[config.mk]
export PLATFORM = sky130hd
export DESIGN_NAME = bounded_staleness_barrier_top
export DESIGN_NICKNAME = d
export VERILOG_FILES = /design/src/rtl/bsb_pkg.sv /design/src/rtl/bsb_ram.sv /design/src/rtl/bsb_ctrl.sv /design/src/rtl/bsb_dp.sv /design/src/rtl/bounded_staleness_barrier_top.sv
export SDC_FILE = /design/constraint.sdc
export NUM_CORES = 1
export LEC_CHECK = 0
export ABC_AREA = 1
export BUFFER_PORTS_ARGS = -buffer_cell sky130_fd_sc_hd__buf_2
export CORE_MARGIN = 10
export CORE_UTILIZATION = 45
export CTS_BUF_LIST = sky130_fd_sc_hd__clkbuf_16
export CTS_CLUSTER_DIAMETER = 100
export DETAILED_ROUTE_END_ITERATION = 8
export GPL_ROUTABILITY_DRIVEN = 0
export PLACE_DENSITY_LB_ADDON = 0.25
export SLEW_MARGIN = 40
export SYNTH_ARGS = -nofsm -noshare
export SYNTH_HDL_FRONTEND = slang
export SYNTH_SLANG_ARGS = --single-unit
[constraint.sdc]
create_clock -name clk -period 5.6 [get_ports clk]
set_input_delay 0 -clock clk [delete_from_list [all_inputs] [get_ports clk]]
set_output_delay 0 -clock clk [all_outputs]
set_load 0.01 [all_outputs]
[src/rtl/bsb_pkg.sv]
// ------------------------------------------------------------------------
// bsb_pkg
// Shared constants and controller/datapath interface types for the
// bounded-staleness barrier.
// ------------------------------------------------------------------------
package bsb_pkg;

    // default sizing
    localparam int DEF_MAX_WORKERS = 16;
    localparam int DEF_COUNT_WIDTH = 32;

    // fixed field widths
    localparam int RANK_W     = 4;
    localparam int DELAY_W    = 8;
    localparam int ACTIVE_W   = 5;
    localparam int TDATA_W    = 8;
    localparam int CFG_DATA_W = 8;

    // active_workers value after reset
    localparam int ACTIVE_RESET = 16;

    // configuration register indexes
    localparam logic CFG_DELAY_LIMIT    = 1'b0;
    localparam logic CFG_ACTIVE_WORKERS = 1'b1;

    // request kinds
    localparam logic MODE_FINISH = 1'b0;

    // controller -> datapath
    typedef struct packed {
        logic capture;      // latch the accepted request
        logic calc;         // bump count, classify, push, update minimum
        logic emit_imm;     // send the immediate release
        logic pop_rd;       // read top of held stack and pop it
        logic pop_emit;     // send the popped release
        logic scan_start;   // reset recount index
        logic scan_step;    // step the recount
    } bsb_cmd_t;

    // datapath -> controller
    typedef struct packed {
        logic go;           // latched request is a finish from a live rank
        logic hold;         // request was held
        logic advance;      // minimum advanced
        logic pop_avail;    // another held entry may be released
        logic out_free;     // output register can take a result
        logic scan_done;    // recount finished
    } bsb_sts_t;

endpackage

[src/rtl/bsb_ram.sv]
// ------------------------------------------------------------------------
// bsb_ram
// Generic single-write, single-read RAM with registered read data.
// ------------------------------------------------------------------------
module bsb_ram #(
    parameter int WIDTH  = 8,
    parameter int DEPTH  = 16,
    parameter int ADDR_W = (DEPTH > 1) ? $clog2(DEPTH) : 1
) (
    input  logic              clk,
    input  logic              we,
    input  logic [ADDR_W-1:0] waddr,
    input  logic [WIDTH-1:0]  wdata,
    input  logic [ADDR_W-1:0] raddr,
    output logic [WIDTH-1:0]  rdata
);

    logic [WIDTH-1:0] mem [DEPTH];
    logic [WIDTH-1:0] rdata_reg;

    // write port and registered read port
    always_ff @(posedge clk)
    begin
        if (we)
        begin
            mem[waddr] <= wdata;
        end
        rdata_reg <= mem[raddr];
    end

    assign rdata = rdata_reg;

endmodule

[src/rtl/bsb_ctrl.sv]
// ------------------------------------------------------------------------
// bsb_ctrl
// Sequencer for the barrier: accept, classify, release, pop held
// requests, recount workers at the new minimum.
// ------------------------------------------------------------------------
module bsb_ctrl (
    input  logic              clk,
    input  logic              rst_n,
    input  logic              s_tvalid,
    output logic              s_tready,
    output bsb_pkg::bsb_cmd_t cmd,
    input  bsb_pkg::bsb_sts_t sts
);

    localparam logic [2:0] S_IDLE  = 3'd0;
    localparam logic [2:0] S_CHECK = 3'd1;
    localparam logic [2:0] S_CALC  = 3'd2;
    localparam logic [2:0] S_IMM   = 3'd3;
    localparam logic [2:0] S_POPRD = 3'd4;
    localparam logic [2:0] S_POPEM = 3'd5;
    localparam logic [2:0] S_SCAN  = 3'd6;

    logic [2:0] state_reg;
    logic [2:0] state_next;

    // next state and commands
    always_comb
    begin
        cmd        = '0;
        s_tready   = 1'b0;
        state_next = state_reg;
        unique case (state_reg)
            S_IDLE:
            begin
                s_tready = 1'b1;
                if (s_tvalid)
                begin
                    cmd.capture = 1'b1;
                    state_next  = S_CHECK;
                end
            end
            S_CHECK:
            begin
                state_next = sts.go ? S_CALC : S_IDLE;
            end
            S_CALC:
            begin
                cmd.calc   = 1'b1;
                state_next = S_IMM;
            end
            S_IMM:
            begin
                if (sts.hold)
                begin
                    state_next = sts.advance ? S_POPRD : S_IDLE;
                end
                else if (sts.out_free)
                begin
                    cmd.emit_imm = 1'b1;
                    state_next   = sts.advance ? S_POPRD : S_IDLE;
                end
            end
            S_POPRD:
            begin
                if (sts.pop_avail)
                begin
                    cmd.pop_rd = 1'b1;
                    state_next = S_POPEM;
                end
                else
                begin
                    cmd.scan_start = 1'b1;
                    state_next     = S_SCAN;
                end
            end
            S_POPEM:
            begin
                if (sts.out_free)
                begin
                    cmd.pop_emit = 1'b1;
                    state_next   = S_POPRD;
                end
            end
            S_SCAN:
            begin
                cmd.scan_step = 1'b1;
                if (sts.scan_done)
                begin
                    state_next = S_IDLE;
                end
            end
            default:
            begin
                state_next = S_IDLE;
            end
        endcase
    end

    // state register
    always_ff @(posedge clk or negedge rst_n)
    begin
        if (!rst_n)
        begin
            state_reg <= S_IDLE;
        end
        else
        begin
            state_reg <= state_next;
        end
    end

endmodule

[src/rtl/bsb_dp.sv]
// ------------------------------------------------------------------------
// bsb_dp
// Barrier datapath: config registers, per-worker iteration counts,
// held stack, minimum tracking, recount and the output register.
// ------------------------------------------------------------------------
module bsb_dp #(
    parameter int MAX_WORKERS = bsb_pkg::DEF_MAX_WORKERS,
    parameter int COUNT_WIDTH = bsb_pkg::DEF_COUNT_WIDTH
) (
    input  logic                            clk,
    input  logic                            rst_n,
    input  logic [bsb_pkg::TDATA_W-1:0]     s_tdata,
    input  logic [0:0]                      s_tuser,
    input  logic                            cfg_valid,
    output logic                            cfg_ready,
    input  logic                            cfg_index,
    input  logic [bsb_pkg::CFG_DATA_W-1:0]  cfg_data,
    input  bsb_pkg::bsb_cmd_t               cmd,
    output bsb_pkg::bsb_sts_t               sts,
    output logic                            m_tvalid,
    input  logic                            m_tready,
    output logic [bsb_pkg::TDATA_W-1:0]     m_tdata,
    output logic                            m_tlast
);

    localparam int WW     = (MAX_WORKERS > 1) ? $clog2(MAX_WORKERS) : 1;
    localparam int CW     = $clog2(MAX_WORKERS + 1);
    localparam int INIT_N = (MAX_WORKERS < bsb_pkg::ACTIVE_RESET) ?
                            MAX_WORKERS : bsb_pkg::ACTIVE_RESET;
    localparam int PAD_W  = bsb_pkg::TDATA_W - bsb_pkg::RANK_W - 1;

    // config
    logic [bsb_pkg::DELAY_W-1:0]  delay_limit_reg;
    logic [bsb_pkg::ACTIVE_W-1:0] active_reg;
    logic [CW-1:0]                n_total;

    // request
    logic [bsb_pkg::RANK_W-1:0] rank_reg;
    logic                       mode_reg;
    logic [WW-1:0]              rank_addr;

    // barrier state
    logic [COUNT_WIDTH-1:0] slowest_reg;
    logic [COUNT_WIDTH-1:0] slowest_next;
    logic [CW-1:0]          pending_reg;
    logic [CW-1:0]          pending_next;
    logic [CW-1:0]          depth_reg;
    logic [CW-1:0]          depth_next;
    logic [CW-1:0]          depth_m1;
    logic [CW-1:0]          nres_reg;
    logic [CW-1:0]          nres_next;
    logic [CW-1:0]          nres_inc;
    logic [CW-1:0]          idx_reg;
    logic [CW-1:0]          idx_next;
    logic                   hold_reg;
    logic                   adv_reg;
    logic                   scan_v_reg;
    logic [MAX_WORKERS-1:0] cnt_valid_reg;
    logic                   cnt_vld_reg;

    // count memory
    logic [WW-1:0]          cnt_raddr;
    logic [COUNT_WIDTH-1:0] cnt_rdata;
    logic [COUNT_WIDTH-1:0] cnt_cur;

    // held stack memory
    logic                        stk_we;
    logic [CW-1:0]               stk_raddr;
    logic [bsb_pkg::RANK_W-1:0]  stk_rdata;

    // calc and scan terms
    logic [COUNT_WIDTH-1:0] it_val;
    logic [COUNT_WIDTH-1:0] lead_d;
    logic                   ahead;
    logic                   hold;
    logic                   push;
    logic [CW-1:0]          pend_dec;
    logic                   adv;
    logic [COUNT_WIDTH-1:0] scan_lead;
    logic                   scan_ahead;
    logic                   scan_issue;

    // output register
    logic                       out_valid_reg;
    logic [bsb_pkg::RANK_W-1:0] out_rank_reg;
    logic                       out_held_reg;
    logic                       out_last_reg;
    logic                       out_free;
    logic                       imm_last;
    logic                       pop_last;

    assign cfg_ready = 1'b1;

    // configuration writes
    always_ff @(posedge clk or negedge rst_n)
    begin
        if (!rst_n)
        begin
            delay_limit_reg <= '0;
            active_reg      <= bsb_pkg::ACTIVE_W'(bsb_pkg::ACTIVE_RESET);
        end
        else if (cfg_valid)
        begin
            unique case (cfg_index)
                bsb_pkg::CFG_DELAY_LIMIT:
                begin
                    delay_limit_reg <= cfg_data;
                end
                bsb_pkg::CFG_ACTIVE_WORKERS:
                begin
                    active_reg <= cfg_data[bsb_pkg::ACTIVE_W-1:0];
                end
                default:
                begin
                    delay_limit_reg <= delay_limit_reg;
                end
            endcase
        end
    end

    // effective worker count, clamped to 1..MAX_WORKERS
    always_comb
    begin
        if (active_reg == '0)
        begin
            n_total = CW'(1);
        end
        else if (32'(active_reg) > 32'(MAX_WORKERS))
        begin
            n_total = CW'(MAX_WORKERS);
        end
        else
        begin
            n_total = CW'(active_reg);
        end
    end

    // request latch
    always_ff @(posedge clk)
    begin
        if (cmd.capture)
        begin
            rank_reg <= s_tdata[bsb_pkg::RANK_W-1:0];
            mode_reg <= s_tuser[0];
        end
    end

    assign rank_addr = WW'(rank_reg);
    assign sts.go    = (mode_reg == bsb_pkg::MODE_FINISH) &&
                       (32'(rank_reg) < 32'(n_total));

    // count memory: rank during classify, scan index during recount
    assign scan_issue = cmd.scan_step && (idx_reg < n_total);
    assign cnt_raddr  = cmd.scan_step ? idx_reg[WW-1:0] : rank_addr;
    assign cnt_cur    = cnt_vld_reg ? cnt_rdata : '0;

    bsb_ram #(
        .WIDTH  (COUNT_WIDTH),
        .DEPTH  (MAX_WORKERS),
        .ADDR_W (WW)
    ) u_cnt_ram (
        .clk   (clk),
        .we    (cmd.calc),
        .waddr (rank_addr),
        .wdata (it_val),
        .raddr (cnt_raddr),
        .rdata (cnt_rdata)
    );

    // held stack, grows upward from entry 0; after a pop the read address
    // stays on the popped entry until it is sent
    assign depth_m1  = depth_reg - CW'(1);
    assign stk_we    = cmd.calc && push;
    assign stk_raddr = cmd.pop_rd ? depth_m1 : depth_reg;

    bsb_ram #(
        .WIDTH  (bsb_pkg::RANK_W),
        .DEPTH  (MAX_WORKERS),
        .ADDR_W (WW)
    ) u_stk_ram (
        .clk   (clk),
        .we    (stk_we),
        .waddr (depth_reg[WW-1:0]),
        .wdata (rank_reg),
        .raddr (stk_raddr[WW-1:0]),
        .rdata (stk_rdata)
    );

    // classify the finishing worker
    assign it_val   = cnt_cur + COUNT_WIDTH'(1);
    assign lead_d   = it_val - slowest_reg;
    assign ahead    = (lead_d != '0) && !lead_d[COUNT_WIDTH-1];
    assign hold     = ahead && (lead_d > COUNT_WIDTH'(delay_limit_reg));
    assign push     = hold && (depth_reg < CW'(MAX_WORKERS));
    assign pend_dec = ((lead_d == COUNT_WIDTH'(1)) && (pending_reg != '0)) ?
                      (pending_reg - CW'(1)) : pending_reg;
    assign adv      = (pend_dec == '0);

    // recount term
    assign scan_lead  = cnt_cur - slowest_reg;
    assign scan_ahead = (scan_lead != '0) && !scan_lead[COUNT_WIDTH-1];

    // next values of barrier state
    always_comb
    begin
        slowest_next = slowest_reg;
        pending_next = pending_reg;
        depth_next   = depth_reg;
        nres_next    = nres_reg;
        idx_next     = idx_reg;
        if (cmd.calc)
        begin
            if (adv)
            begin
                pending_next = n_total;
                slowest_next = slowest_reg + COUNT_WIDTH'(1);
            end
            else
            begin
                pending_next = pend_dec;
            end
            if (push)
            begin
                depth_next = depth_reg + CW'(1);
            end
        end
        if (scan_v_reg && scan_ahead && (pending_reg != '0))
        begin
            pending_next = pending_reg - CW'(1);
        end
        if (cmd.pop_rd)
        begin
            depth_next = depth_m1;
        end
        if (cmd.capture)
        begin
            nres_next = '0;
        end
        else if (cmd.emit_imm || cmd.pop_emit)
        begin
            nres_next = nres_inc;
        end
        if (cmd.scan_start)
        begin
            idx_next = '0;
        end
        else if (scan_issue)
        begin
            idx_next = idx_reg + CW'(1);
        end
    end

    // control state registers
    always_ff @(posedge clk or negedge rst_n)
    begin
        if (!rst_n)
        begin
            slowest_reg   <= '0;
            pending_reg   <= CW'(INIT_N);
            depth_reg     <= '0;
            nres_reg      <= '0;
            idx_reg       <= '0;
            scan_v_reg    <= 1'b0;
            cnt_valid_reg <= '0;
            cnt_vld_reg   <= 1'b0;
            hold_reg      <= 1'b0;
            adv_reg       <= 1'b0;
        end
        else
        begin
            slowest_reg <= slowest_next;
            pending_reg <= pending_next;
            depth_reg   <= depth_next;
            nres_reg    <= nres_next;
            idx_reg     <= idx_next;
            scan_v_reg  <= scan_issue;
            cnt_vld_reg <= cnt_valid_reg[cnt_raddr];
            if (cmd.calc)
            begin
                cnt_valid_reg[rank_addr] <= 1'b1;
                hold_reg                 <= hold;
                adv_reg                  <= adv;
            end
        end
    end

    // last-result flags
    assign nres_inc = nres_reg + CW'(1);
    assign imm_last = !(adv_reg && (depth_reg != '0) &&
                        (nres_inc < CW'(MAX_WORKERS)));
    assign pop_last = (depth_reg == '0) || (nres_inc >= CW'(MAX_WORKERS));

    // output register
    assign out_free = !out_valid_reg || m_tready;

    always_ff @(posedge clk or negedge rst_n)
    begin
        if (!rst_n)
        begin
            out_valid_reg <= 1'b0;
        end
        else if (cmd.emit_imm || cmd.pop_emit)
        begin
            out_valid_reg <= 1'b1;
        end
        else if (m_tready)
        begin
            out_valid_reg <= 1'b0;
        end
    end

    always_ff @(posedge clk)
    begin
        if (cmd.emit_imm)
        begin
            out_rank_reg <= rank_reg;
            out_held_reg <= 1'b0;
            out_last_reg <= imm_last;
        end
        else if (cmd.pop_emit)
        begin
            out_rank_reg <= stk_rdata;
            out_held_reg <= 1'b1;
            out_last_reg <= pop_last;
        end
    end

    assign m_tvalid = out_valid_reg;
    assign m_tdata  = {{PAD_W{1'b0}}, out_held_reg, out_rank_reg};
    assign m_tlast  = out_last_reg;

    // status
    assign sts.hold      = hold_reg;
    assign sts.advance   = adv_reg;
    assign sts.pop_avail = (depth_reg != '0) && (nres_reg < CW'(MAX_WORKERS));
    assign sts.out_free  = out_free;
    assign sts.scan_done = !scan_v_reg && (idx_reg == n_total);

endmodule

[src/rtl/bounded_staleness_barrier_top.sv]
// ------------------------------------------------------------------------
// bounded_staleness_barrier_top
// Bounded-delay barrier for distributed workers: counts finished
// iterations per worker, holds workers too far ahead of the slowest and
// releases them when the minimum advances.
//
//   channel  dir  signals                        payload
//   s_*      in   s_tvalid s_tready              tdata[3:0] worker_rank
//                 s_tdata s_tuser                tuser[0]   mode
//   m_*      out  m_tvalid m_tready              tdata[3:0] released_rank
//                 m_tdata m_tlast                tdata[4] was_held, tlast
//   cfg_*    in   cfg_valid cfg_ready            index 0 delay limit,
//                 cfg_index cfg_data             index 1 active_workers
//
// One request at a time. An ignored request returns to idle after the
// check; a finish goes through check, calc and the immediate-release step,
// where a release is loaded unless the request is held. When the minimum
// advances, each held release takes a stack RAM read, then an output load,
// and the recount of the n active workers takes a start step, n count RAM
// reads and a pipeline drain. Output stalls extend the release steps.
// Reset is immediate: counts read as zero through per-worker valid bits.
// ------------------------------------------------------------------------
module bounded_staleness_barrier_top #(
    parameter int MAX_WORKERS = bsb_pkg::DEF_MAX_WORKERS,
    parameter int COUNT_WIDTH = bsb_pkg::DEF_COUNT_WIDTH
) (
    input  logic                           clk,
    input  logic                           rst_n,
    input  logic                           s_tvalid,
    output logic                           s_tready,
    input  logic [bsb_pkg::TDATA_W-1:0]    s_tdata,   // [3:0] worker_rank
    input  logic [0:0]                     s_tuser,   // [0] mode
    output logic                           m_tvalid,
    input  logic                           m_tready,
    output logic [bsb_pkg::TDATA_W-1:0]    m_tdata,   // [3:0] released_rank, [4] was_held
    output logic                           m_tlast,
    input  logic                           cfg_valid,
    output logic                           cfg_ready,
    input  logic                           cfg_index,
    input  logic [bsb_pkg::CFG_DATA_W-1:0] cfg_data
);

    bsb_pkg::bsb_cmd_t cmd;
    bsb_pkg::bsb_sts_t sts;

    // sequencer
    bsb_ctrl u_ctrl (
        .clk      (clk),
        .rst_n    (rst_n),
        .s_tvalid (s_tvalid),
        .s_tready (s_tready),
        .cmd      (cmd),
        .sts      (sts)
    );

    // datapath
    bsb_dp #(
        .MAX_WORKERS (MAX_WORKERS),
        .COUNT_WIDTH (COUNT_WIDTH)
    ) u_dp (
        .clk       (clk),
        .rst_n     (rst_n),
        .s_tdata   (s_tdata),
        .s_tuser   (s_tuser),
        .cfg_valid (cfg_valid),
        .cfg_ready (cfg_ready),
        .cfg_index (cfg_index),
        .cfg_data  (cfg_data),
        .cmd       (cmd),
        .sts       (sts),
        .m_tvalid  (m_tvalid),
        .m_tready  (m_tready),
        .m_tdata   (m_tdata),
        .m_tlast   (m_tlast)
    );

endmodule

## Yosys cells after proc, flatten, opt, wreduce, memory -nomap -nowiden

Memories as Yosys holds them, arrays and structs flattened. A register that Yosys moved wholly into a read port is not among the register bits.
Cells that the tools add are included.

- RAM bits: 576
- Logic and storage cells: 151
- Memories: 2
- Bits in registers: 100

- Add/subtract/negate cells: 9
- Muxes and demuxes: 52
- Bitwise gates (word level): 3
- Eq/ne operators: 12
- Magnitude comparators: 11
- Reduce and logical (&&, ||, !) cells: 43

Memory list:

| name | depth | width | read ports | clocked after Yosys merged registers in | write ports | line | source |
|---|---|---|---|---|---|---|---|
| u_dp.u_cnt_ram.mem | 16 | 32 | 1 | 1 | 1 | bsb_ram.sv:18 | `logic [WIDTH-1:0] mem [DEPTH];` |
| u_dp.u_stk_ram.mem | 16 | 4 | 1 | 1 | 1 | bsb_ram.sv:18 |  |

Operator list:

| operator | number |
|---|---|
| two-way mux 5 bit | 13 |
| adder 32 x 1 -> 32 bit, second input constant | 2 |
| nonzero test 32 bit | 2 |
| subtractor 32 bit | 2 |
| equality test 32 x 1 -> 1 bit, second input constant | 1 |
| > comparator 32 x 8 -> 1 bit | 1 |
| two-way mux 32 bit | 1 |
| two-way mux 1 bit | 23 |
| one-hot mux 3 bit (7 select lines) | 1 |
| two-way mux 3 bit | 6 |
| two-way mux 4 bit | 4 |
| OR 16 bit | 1 |
| adder 5 x 1 -> 5 bit, second input constant | 3 |
| logical AND 1 bit | 15 |
| logical NOT 5 bit | 3 |
| less-than comparator 5 bit, second input constant | 3 |
| nonzero test 2 bit | 7 |
| less-than comparator 4 x 5 -> 1 bit, second input constant | 2 |
| nonzero test 5 bit | 2 |
| subtractor 5 x 1 -> 5 bit, second input constant | 2 |
| equality test 3 bit, second input constant | 3 |
| AND reduction 2 bit | 4 |
| equality test 3 x 2 -> 1 bit, second input constant | 2 |
| equality test 5 bit | 1 |
| 17 further kinds | 26 |

## Longest topological paths before layout

- Word-level depth: 10
- Depth in mapped cells: 37
- Gate-level depth less buffers: 36

## Hierarchy

A second synthesis with hierarchy kept.

- Cell total of the unflattened synthesis: 4455
- Area total of the unflattened synthesis: 37546.0 sq um

By module, submodules not included:

| module | area an instance (sq um) | seq. area each (sq um) | cells each | instances |
|---|---|---|---|---|
| bsb_ram at u_dp.u_cnt_ram | 22730.6 | 16015.4 | 2120 | 1 |
| bsb_dp | 11553.6 | 2474.9 | 1996 | 1 |
| bsb_ram at u_dp.u_stk_ram | 2966.6 | 2001.9 | 290 | 1 |
| bsb_ctrl | 295.3 | 75.1 | 49 | 1 |

## Worst setup path before layout

Ideal clock, no wire load.

- Kind: reg-to-reg
- Start: register u_dp.cnt_vld_reg
- End: memory u_dp.u_stk_ram.mem[8][0] (netlist name), enable pin
- Arrival: 4.560 ns
- Cell stages (with the launch flop): 25
- Setup time: 0.361 ns
- Setup slack: 0.679 ns
- Period minus slack after synthesis: 4.921 ns
- Path buffers: 5
- Cell sequence: dfrtp_1 -> buf_6 -> buf_6 -> clkbuf_1 -> buf_1 -> clkbuf_1 -> nand2_1 -> xor2_1 -> ha_1 -> nand2_1 -> inv_1 -> a21oi_1 -> nand2_1 -> xor2_1 -> ha_1 -> nand2_1 -> nor2_1 -> nand2_1 -> o211ai_1 -> a31oi_1 -> nand2_1 -> nand3_1 -> nor2_1 -> inv_1 -> nor3_1

- Cells in the longest elaborated chain, start to end: 10
- Elaborated cells between the ends (all ways): 12
- Those cells by class: 2 x add/sub; 1 x order compare; 3 x mux; 6 x reduce/logical

RTL lines:

| element | line | source |
|---|---|---|
| start, declared | bsb_dp.sv:59 | `logic cnt_vld_reg;` |
| start signal, assigned | bsb_dp.sv:277 | `cnt_vld_reg <= cnt_valid_reg[cnt_raddr];` |
| two-way mux 32 bit (*) | bsb_dp.sv:155 | `assign cnt_cur = cnt_vld_reg ? cnt_rdata : '0;` |
| adder 32 x 1 -> 32 bit (*) | bsb_dp.sv:190 | `assign it_val = cnt_cur + COUNT_WIDTH'(1);` |
| net u_dp.it_val[6] | bsb_dp.sv:72 | `logic [COUNT_WIDTH-1:0] it_val;` |
| subtractor 32 bit (*) | bsb_dp.sv:191 | `assign lead_d = it_val - slowest_reg;` |
| branches (longest 2 deep; another with > comparator 32 x 8 -> 1 bit) | -- |  |
| logical AND 1 bit (*) | bsb_dp.sv:193 | `assign hold = ahead && (lead_d > COUNT_WIDTH'(delay_limit_reg));` |
| logical AND 1 bit (*) | bsb_dp.sv:194 | `assign push = hold && (depth_reg < CW'(MAX_WORKERS));` |
| logical AND 1 bit (*) | bsb_dp.sv:173 | `assign stk_we = cmd.calc && push;` |
| two-way mux 1 bit (*) | bsb_ram.sv:24 | `if (we)` |
| two-way mux 1 bit (not written as such) (*) | bsb_ram.sv:26 | `mem[waddr] <= wdata;` |
| end, declared | bsb_ram.sv:18 |  |

Mark *: on every way through the listed nets, which the timed path passes.

## Worst setup path after layout

- Start: register u_dp.cnt_vld_reg
- End: register u_dp.slowest_reg[4]

- Cells in the longest elaborated chain, start to end: 8

RTL lines:

| element | line | source |
|---|---|---|
| two-way mux 32 bit | bsb_dp.sv:155 |  |
| adder 32 x 1 -> 32 bit | bsb_dp.sv:190 |  |
| net u_dp.it_val[20] | bsb_dp.sv:72 |  |
| subtractor 32 bit | bsb_dp.sv:191 |  |
| equality test 32 x 1 -> 1 bit | bsb_dp.sv:195 | `assign pend_dec = ((lead_d == COUNT_WIDTH'(1)) && (pending_reg != '0)) ?` |
| logical AND 1 bit | bsb_dp.sv:195 |  |
| two-way mux 5 bit | bsb_dp.sv:195 |  |
| logical NOT 5 bit | bsb_dp.sv:197 | `assign adv = (pend_dec == '0);` |
| AND reduction 2 bit (no line) | -- |  |
| end signal, assigned | bsb_dp.sv:271 | `slowest_reg <= slowest_next;` |
| end, declared | bsb_dp.sv:43 | `logic [COUNT_WIDTH-1:0] slowest_reg;` |

The timed path passes the listed nets, and every way through them passes these cells.
A chain may end at the register's enable or synchronous reset.

==> impl_results.md <==
- Status: completed
- Worst skew pair latency: about 0.63 ns
- Post-DR vias/cell: 5.537
- Via Count: approximately 25,000
- Slew Viols, Final: 0
- Worst r2r dst: u_dp.slowest_reg[4]
- Fin nets: 3,660
- Die H: 295.9 um
- Starting Density: 0.4526
- DR pass1 iterations: 6
- Post-Syn Instances: 3,474
- Leak: 0.01523 uW
- Chip Width: between 200 and 300 um
- Setup crit start kind: flop
- Worst Skew: 0.02228 ns
- Most flops, register: u_dp.u_cnt_ram.mem
- Crit path arrival time: between 5 and 6 ns
- Max Root-Sink Buffers: 3
- Worst-path fanout max: 25
- Most frequent cell after synthesis: nand2_1
- EDFF count, synth: 586
- WL/cell: roughly 20 um
- Setup TNS: 0 ns
- R2r worst-path depth: 30
- CTS Buf Count: 74
- CP peak stage delay: 0.45 ns
- Finished Cell Area: between 30,000 and 40,000 um^2
- Endpoints failing setup: 0
- Clock-pin slew on the worst setup and hold paths: approximately 0.060 ns
- Slew headroom: 0.4021
- Row count: 101
- Ports: 35
- First-pass GRT wire length: approximately 140,000 um
- Logic pwr share: 0.440
- Slowest stage cell on the critical path: dfrtp_2
- Antenna violations before repair: 1
- Crit path kind: reg -> reg
- CP startpoint: u_dp.cnt_vld_reg
- Hold WC Path Type: in -> reg
- Switching Share: 0.4188
- Final period utilization: 0.9272
- DR DRC count: 0
- CTS tree: built
- Flop pwr share: 0.340
- Type of destination of the critical path: flop
- Gr usage total: 0.2097
- Post-Syn Area: 34,260 um^2
- GRT Residual Overflow: 0
- Largest register FFs: approximately 510
- Final Routed Wirelength: 92,100 um
- RSZ-0062 raised after global routing: yes
- Fin. Hold Viols: 0
- Most used DFF post-synth: edfxtp_1
- Pwr Density: 536.8 nW/um^2
- Ys async rst share: 0.1250
- Share of the synthesized area in the top cell type: 0.5137
- Core ar.: 75,700 um^2
- Register area share after synthesis: 0.6004
- Worst reg2reg startpoint: u_dp.cnt_vld_reg
- Clock root cell: clkbuf_16
- Syn avg cell area: 9.861 um^2
- Vias in the first global route: around 24,000
- Cell seen most often among critical-path stages: nand2_1
- MaxCap Viol Count: 0
- Critical Path RT: about 6.1 ns
- Top post-synthesis cells by area: edfxtp_1 51%, nand2_1 7.3%, dfrtp_1 6.4%
- Layout cells sized above 1: 0.07624
- CTS sink cnt: between 700 and 800
- ANT cells: 0
- Worst Setup EP: u_dp.slowest_reg[4]
- Psw: 8694 uW
- Final antenna-violating net count: 0
- Biggest regs: u_dp.u_cnt_ram.mem (512), u_dp.u_stk_ram.mem (64)
- Pin count of the biggest net entering global routing: around 180
- Placed cell areas: roughly 36,000 um^2
- # port buffers: 26
- Post-synth cell types: 54
- Clock Power Share: 0.220
- FF+latch count, synth: 712
- Iter 0 DRT Violations: ~2,400
- Worst Max-Slew Pin Slew: 0.8969 ns
- Max Fclk: between 0.15 and 0.2 GHz
- Hold Path Stages: 2
- Synthesis Warnings: 0
- VDD IR max: 0.0003159 V
- Post-synth top area cell: edfxtp_1
- Internal power consumption: 12,070 uW
- Hpwl dp: 58,480 um
- Die area: 87,570 um^2
- Min Clock Period, post-route: 5.192 ns
- H-Tree Depth: 3
- Top cells by count, synth: 669 x nand2_1, 586 x edfxtp_1, 463 x nor2_1
- Flop2flop setup slack: approximately 0.41 ns
- Layout area overhead: 12.90%
per-stage QoR:
stage                     power [uW]  setup WS, ns  hold slack (ns)  cells  utilization
final                          20760        0.4079          0.09404   4585       0.5109
after floorplan                13300        0.6792          -0.2956   3476            -
after global routing           22220      -0.01900          0.08795   4585       0.5109
after CTS                      20650       0.07066          0.05786   4582       0.5092
after global placement         15950        0.2202          0.01805   4412       0.4730
after detailed placement       16020       0.08429          0.01880   4419       0.4754
critical path: cells and delay by family, from the launching register on:
| family | cells | cell delay, ns |
|---|---|---|
| flip-flops | 1 | 0.45 |
| XOR/XNOR | 2 | 0.55 |
| AND/OR/NAND/NOR | 23 | 3.05 |
| adder cells (fa/ha/maj) | 1 | 0.38 |
| AO/OA/AOI/OAI | 1 | 0.24 |
| buffers and inverters | 3 | 0.37 |
layout make-up:
type                    count  area (um^2)
fillers                  6717        37020
flip-flops and latches    712        20570
multi-input cells        2279        12080
clock buffers              76         1902
inverters                 353         1338
well taps                 978         1224
repair buffers            128         1205
clock inverters            59        361.6
repair_timing:
action / 4_1_cts / 5_1_grt
gates resized for setup: 0 / 22
endpoints found under the setup margin: 0 / 107
hold buffers: 28 / 0
setup buffers: 0 / 1
endpoints found under the hold margin: 70 / 0
worst min-delay path by stage:
stage	startpoint	endpoint
floorplan	rst_n	u_ctrl.state_reg[0]
global placement	rst_n	u_dp.nres_reg[3]
detailed placement	rst_n	u_dp.nres_reg[2]
CTS	s_tdata[3]	u_dp.rank_addr[3]
global route	s_tdata[0]	u_dp.rank_addr[0]
finish	s_tdata[0]	u_dp.rank_addr[0]
kinds of logic after synthesis:
kind of cell,share of synthesized area
AOI/OAI and AO/OA,0.1150
xor gates and xnor gates,0.02148
adders and majority gates,0.03272
buffers and inverters,0.05482
DFF,0.6004
muxes,0.004675
other,0.0002192
and+or+nand+nor,0.1707
power groups by stage:
| stage | logic (uW) | registers, uW | clock network [uW] |
|---|---|---|---|
| 6_report | 9130 | 7050 | 4570 |
| 3_5_place_dp | 8880 | 7140 | 0 |
| 3_3_place_gp | 8800 | 7140 | 0 |
| 2_1_floorplan | 6280 | 7020 | 0 |
| 4_1_cts | 8950 | 7040 | 4660 |
| 5_1_grt | 10300 | 7090 | 4870 |
cell usage in the layout (no fill, tap or decap), types with 4 or more instances in the layout:
master / count
nand2_1: 669
edfxtp_1: 586
nor2_1: 434
inv_1: 359
o21ai_0: 332
nand3_1: 150
a21oi_1: 99
o221ai_1: 96
ha_1: 87
dfrtp_1: 86
clkbuf_16: 77
xor2_1: 73
buf_4: 57
o211ai_1: 48
nor3_1: 47
dfxtp_1: 37
o22ai_1: 34
nand4_1: 31
dlygate4sd3_1: 27
buf_2: 25
o21ai_1: 24
clkinv_1: 23
nor2_4: 19
nor4_1: 17
nor2_2: 16
mux2i_1: 16
or2_2: 11
clkinv_2: 10
a31oi_1: 10
xnor2_1: 8
o21bai_1: 8
inv_2: 7
buf_12: 7
nand3b_1: 6
buf_16: 5
o21ai_4: 4
a221oi_1: 4
conb_1: 4
layer usage:
metal	vias to the layer above	share of wire	GRT usage
met5	-	0	0
met2	860	0.46	0.3347
met4	0	0.031	0.07182
li1	12200	-	-
met1	12170	0.44	0.2864
met3	158	0.070	0.03629
Power figures use the tool's default switching activity.
